File: config.mk
export PLATFORM = sky130hd
export DESIGN_NAME = tcr_sqrt_pipe
export DESIGN_NICKNAME = d
export VERILOG_FILES = /design/src/tcr_pkg.sv /design/src/tcr_sqrt_pipe.sv
export SDC_FILE = /design/constraint.sdc
export NUM_CORES = 2
export LEC_CHECK = 0
export BUFFER_PORTS_ARGS = -buffer_cell sky130_fd_sc_hd__buf_2
export CORE_UTILIZATION = 40
export CTS_CLUSTER_DIAMETER = 200
export DETAILED_ROUTE_END_ITERATION = 12
export PLACE_DENSITY = 0.6
export SLEW_MARGIN = 0
export SYNTH_ARGS = -nofsm -noshare
export SYNTH_HDL_FRONTEND = slang
export SYNTH_SLANG_ARGS = --single-unit
File: constraint.sdc
create_clock -name clk -period 3.6 [get_ports clk]
set_clock_uncertainty 0.05 [all_clocks]
set_input_delay 1.08 -clock clk [delete_from_list [all_inputs] [get_ports clk]]
set_output_delay 1.08 -clock clk [all_outputs]
set_load 0.02 [all_outputs]
File: src/tcr_pkg.sv
// Types and constants for the tetrahedron circumsphere radius pipeline.
// No dependencies.
`default_nettype none

package tcr_pkg;

	localparam int CB     = 16;            // coordinate bits
	localparam int FB     = 8;             // radius fraction bits
	localparam int RB     = CB + 1 + FB;   // radius bits
	localparam int RW     = CB + 1;        // edge vector component
	localparam int SQPW   = 2 * CB - 1;    // coordinate squared
	localparam int BVW    = 2 * CB + 3;    // right-hand side term
	localparam int CFW    = 2 * RW + 1;    // cofactor
	localparam int DETW   = RW + CFW + 2;  // determinant
	localparam int NUMW   = BVW + CFW + 2; // Cramer numerator
	localparam int QB     = CB + 1;        // quotient bits kept
	localparam int DVW    = NUMW + 1;      // divider datapath
	localparam int DW     = CB + 1;        // centre minus vertex
	localparam int SSW    = 2 * DW + 2;    // sum of squares
	localparam int SQW    = 2 * RB;        // square root operand
	localparam int DIV_LAT = QB + 1;
	localparam int SQ_LAT  = RB;

	localparam int ADDR_W = 3;
	localparam logic REG_ALPHA = 1'b0;     // register index, paddr[2]
	localparam logic [RB-1:0] ALPHA_RESET = RB'(2560);

	typedef logic signed [CB-1:0] coord_t;

	typedef struct packed {
		coord_t a_x;
		coord_t a_y;
		coord_t a_z;
		coord_t b_x;
		coord_t b_y;
		coord_t b_z;
		coord_t c_x;
		coord_t c_y;
		coord_t c_z;
		coord_t d_x;
		coord_t d_y;
		coord_t d_z;
	} in_beat_t;

	typedef struct packed {
		logic [RB-1:0] radius_q8;
		coord_t        center_x;
		coord_t        center_y;
		coord_t        center_z;
		logic          within_alpha;
		logic          degenerate;
	} out_beat_t;

endpackage

`default_nettype wire

File: src/tcr_sqrt_pipe.sv
// Pipelined integer square root, one root bit per stage, floored.
// Depends on tcr_pkg.
`default_nettype none

module tcr_sqrt_pipe (
	input  logic                     clk,
	input  logic                     en,
	input  logic [tcr_pkg::SQW-1:0]  n,
	output logic [tcr_pkg::RB-1:0]   root
);
	import tcr_pkg::*;

	logic [SQW-1:0] rem_s [RB];
	logic [SQW:0]   res_s [RB];

	logic [SQW-1:0] rem_in [RB];
	logic [SQW:0]   res_in [RB];
	logic [SQW:0]   one    [RB];
	logic [SQW:0]   trial  [RB];
	logic           take   [RB];

	always_comb begin
		for (int k = 0; k < RB; k++) begin
			rem_in[k] = (k == 0) ? n : rem_s[(k == 0) ? 0 : k - 1];
			res_in[k] = (k == 0) ? '0 : res_s[(k == 0) ? 0 : k - 1];
			one[k]    = (SQW + 1)'(1) << (2 * (RB - 1 - k));
			trial[k]  = res_in[k] + one[k];
			take[k]   = {1'b0, rem_in[k]} >= trial[k];
		end
	end

	always_ff @(posedge clk) begin
		if (en) begin
			for (int k = 0; k < RB; k++) begin
				rem_s[k] <= take[k] ? rem_in[k] - trial[k][SQW-1:0] : rem_in[k];
				res_s[k] <= take[k] ? (res_in[k] + (one[k] << 1)) >> 1 : res_in[k] >> 1;
			end
		end
	end

	assign root = res_s[RB-1][RB-1:0];

endmodule

`default_nettype wire

==> flow_summary_export.csv <==
group,metric,value,unit
finish,post_route_cells_drive_above_1_share,11.17,%
route,detail_route.wl_per_cell,18.30,um
placement,gp_routability_congestion,0.9388,
route,drt_iter0_markers,2977,
logic_synthesis,synth.avg_cell_area,12.90,um^2
critical_path,critical_path.max_fanout,4,
global_routing,first_global_vias,44650,
clock_network,cts.root.buffer_cell,"sky130_fd_sc_hd__clkbuf_16",
critical_path,worstSetupEndpointType,"flip-flop",
global_routing,gr-total-overflow,0,
sta,timing_worst_slew_pin_value,0.8694,ns
logic_synthesis,synthFlopType,"sky130_fd_sc_hd__edfxtp_1",
logic_synthesis,post_synth_num_cell_types,86,
route,dr_wl_met3,5206,um
logic_synthesis,yosys_warnings,0,
die,design.die.area,181200,um^2
placement,port-buffer-count,76,
logic_synthesis,synth-async-reset-ratio,0,%
pwr,total_power,0.04962,W
clock_network,cts_htree_levels,4,
pwr,power.share.clock,33.2,%
route,drt-total-wl,154100,um
route,route.antenna.remaining_nets,0,
run_status,run_status,"finished, final reports clean",
route,m1WireLength,60310,um
route,met2_wirelength,82520,um
sta,finalHoldViolCount,0,
placement,dp_worst_setup_slack,0.04131,ns
route,remaining_drc_errors,0,
route,number_of_vias_per_cell_after_detailed_routing,5.217,
finish,final_util,46.11,%
critical_path,crit_type,"flip-flop to flip-flop",
clock_network,clkSinkCount,1525,
clock_network,clock_tree.buffer_depth,3,
sta,setup_tns,0,ns
logic_synthesis,seq_area_frac_synth,63.80,%
die,area_of_the_core_region,178400,um^2
clock_network,cts_hold_repair.buffers,0,
critical_path,worst-endpoint-required,4.09,ns
global_routing,wire_length_of_the_first_global_routing_pass,240700,um
logic_synthesis,synthCells,5566,
pwr,p_switching,0.01367,W
pwr,vdd_drop_max,0.0004427,V
clock_network,clk-insertion-delay-late,0.79,ns
sta,achievable-frequency,285.3,MHz
sta,finalWorstPathRequiredPeriod,3.504,ns
global_routing,antenna_found_initial,0,
logic_synthesis,syn-cell-area,71780,um^2
logic_synthesis,post_synth_edffs,1525,
pwr,power.share.sequential,48.4,%
sta,slew_viol_final,0,
route,vias,43910,
route,highest_metal_used,"met4",
clock_network,cts.clk_slew.worst_paths,0.06,ns
placement,hpwlAfterDp,116300,um
pwr,sw_frac_of_total,27.55,%
pwr,power_density,603.2,nW/um^2
finish,layout.nets,6328,
pwr,total_leakage_power,30.97,nW
sta,layout_setup_ws,0.09551,ns
sta,final_setup_vio_count,0,
pwr,cell_internal_power_dissipation,0.03595,W
global_routing,maximum_number_of_pins_on_one_net_before_global_route_repair,132,
finish,synthesis_to_finish_area_growth,14.60,%
clock_network,tritoncts.num_buffers,158,
pwr,power.share.combinational,18.4,%
sta,rsz_0062_raised_after_global_routing,"true",
logic_synthesis,ys_ff_latch,1525,
global_routing,grt_use_total,16.92,%
sta,min_period_over_period,97.35,%
sta,maxSlewHeadroom,41.59,%
critical_path,critical_path.startpoint_type,"flip-flop",
clock_network,tritoncts_clock_tree,"done",
critical_path,worst-endpoint-arrival,3.99,ns
die,fp-row-count,155,
die,fp.dieH,425.6,um
flow_run,max_capacitance_violation_count,0,
logic_synthesis,syn_nets,5964,
min_path,worstHoldPathType,"flip-flop to flip-flop",
die,die_w,425.6,um
die,initial_utilization,40.23,%
route,iteration_count_of_the_initial_detailed_routing_pass,5,
die,ios,77,
[worst max-delay path, cell delays in order (launching register included)]
cell and delay (ns):
sky130_fd_sc_hd__edfxtp_1 0.39, sky130_fd_sc_hd__ha_1 0.36, sky130_fd_sc_hd__o21a_1 0.14, sky130_fd_sc_hd__o21ai_1 0.18
sky130_fd_sc_hd__a21oi_1 0.17, sky130_fd_sc_hd__o32ai_2 0.39, sky130_fd_sc_hd__o21ai_1 0.17, sky130_fd_sc_hd__a211o_1 0.34
sky130_fd_sc_hd__or4_1 0.46, sky130_fd_sc_hd__or4_1 0.44, sky130_fd_sc_hd__xnor2_1 0.14
[logic make-up (layout without fill, tap and decap cells)]
kind of cell | count (synthesis) | count (layout) | share of synthesized area [%]
xor+xnor | 512 | 512 | 6.247
flops | 1525 | 1525 | 63.80
fa+ha+maj | 346 | 346 | 6.031
other cells | 0 | 1 | 0
buf+inv | 512 | 1007 | 2.704
compound gates | 1029 | 1029 | 8.926
mux | 54 | 54 | 0.8297
simple gates | 1588 | 1588 | 11.47
[final timing paths]
path | from | slack, ns | to | cells after the start
max | rem_s[1][320]$_DFFE_PP_ | 0.1 | rem_s[1][397]$_DFFE_PP_ | 10
min | rem_s[1][170]$_DFFE_PP_ | 0.39 | rem_s[1][220]$_DFFE_PP_ | 0
max reg2reg | rem_s[1][320]$_DFFE_PP_ | 0.1 | rem_s[1][397]$_DFFE_PP_ | 10
min reg2reg | rem_s[1][170]$_DFFE_PP_ | 0.39 | rem_s[1][220]$_DFFE_PP_ | 0
[Yosys cell counts (all sizes together) (55+ instances only)]
master | instances | area (um^2)
a21o | 127 | 953.4
a21oi | 319 | 1597
clkbuf | 74 | 277.8
edfxtp | 1525 | 45790
ha | 346 | 4329
inv | 417 | 1568
nand2 | 388 | 1459
nand2b | 65 | 406.6
nand3 | 77 | 385.4
nand4 | 67 | 419.2
nor2 | 340 | 1276
nor3 | 147 | 755.7
nor4 | 171 | 1085
o21ai | 281 | 1406
or3 | 55 | 344.1
xnor2 | 254 | 2225
xor2 | 258 | 2260
[registers in the layout, summed over array words and instances (netlist names)]
name,cells
res_s,325
rem_s,1200
[power groups by stage]
| stage | sequential, W | combinational [W] | clock (W) |
|---|---|---|---|
| floorplan | 0.0236 | 0.00642 | 0 |
| global placement | 0.0243 | 0.00887 | 0 |
| CTS | 0.0240 | 0.00905 | 0.0169 |
| global route | 0.0242 | 0.0101 | 0.0176 |
| detailed placement | 0.0244 | 0.00900 | 0 |
| finish | 0.0240 | 0.00912 | 0.0165 |
[per-stage QoR]
step                area (um^2)  hold slack, ns  std cells
finish                    82260          0.3933       8417
global route              82260          0.3501       8416
CTS                       81990          0.3289       8414
detailed placement        76670          0.3769       8123
global placement          76670          0.3794       8123
floorplan                 71780          0.3666       5566
[layout by cell type (no fill, tap or decap), types with 20 or more instances in the layout]
master,netlist,layout
sky130_fd_sc_hd__o21bai_1,22,22
sky130_fd_sc_hd__nand2b_1,65,65
sky130_fd_sc_hd__buf_4,0,205
sky130_fd_sc_hd__nor4b_1,30,28
sky130_fd_sc_hd__inv_1,414,414
sky130_fd_sc_hd__nand2_1,387,386
sky130_fd_sc_hd__buf_2,13,75
sky130_fd_sc_hd__or4_1,50,48
sky130_fd_sc_hd__mux2_2,43,43
sky130_fd_sc_hd__o21ai_0,271,270
sky130_fd_sc_hd__o31ai_1,35,32
sky130_fd_sc_hd__and3_1,22,22
sky130_fd_sc_hd__nand4_1,67,67
sky130_fd_sc_hd__or3_1,55,54
sky130_fd_sc_hd__nor2_1,340,340
sky130_fd_sc_hd__edfxtp_1,1525,1525
sky130_fd_sc_hd__a31oi_1,21,20
sky130_fd_sc_hd__nor4_1,170,163
sky130_fd_sc_hd__clkinv_1,0,33
sky130_fd_sc_hd__a21oi_1,319,317
sky130_fd_sc_hd__clkbuf_1,74,33
sky130_fd_sc_hd__nand3_1,77,77
sky130_fd_sc_hd__xor2_1,258,258
sky130_fd_sc_hd__clkbuf_16,0,160
sky130_fd_sc_hd__ha_1,346,333
sky130_fd_sc_hd__a21o_1,127,127
sky130_fd_sc_hd__or2_2,24,24
sky130_fd_sc_hd__o21a_1,52,52
sky130_fd_sc_hd__a211oi_1,25,25
sky130_fd_sc_hd__clkinv_2,0,21
sky130_fd_sc_hd__nor3_1,143,140
sky130_fd_sc_hd__xnor2_1,254,254
sky130_fd_sc_hd__nor2b_1,44,42
[layer usage]
layer	vias up	global-route usage [%]
met2	864	32.16
met3	308	2.566
met4	0	6.853
met5	-	0
met1	21190	18.58
li1	21550	-
[layout make-up]
| type | instances | area [um^2] |
|---|---|---|
| sequential | 1525 | 45790 |
| multi-input combinational | 3529 | 24330 |
| timing repair buffer | 299 | 2295 |
| clock buffer | 193 | 4128 |
| tap | 2355 | 2947 |
| fill | 15730 | 96160 |
| inverter | 417 | 1568 |
| clock inverter | 98 | 1199 |
| antenna | 1 | 2.502 |
[timing repair]
action / 4_1_cts / 5_1_grt
endpoints found under the setup margin: 0 / 43
resized for setup: 0 / 48
buffers inserted: 0 / 2
Power figures use the tool's default switching activity.
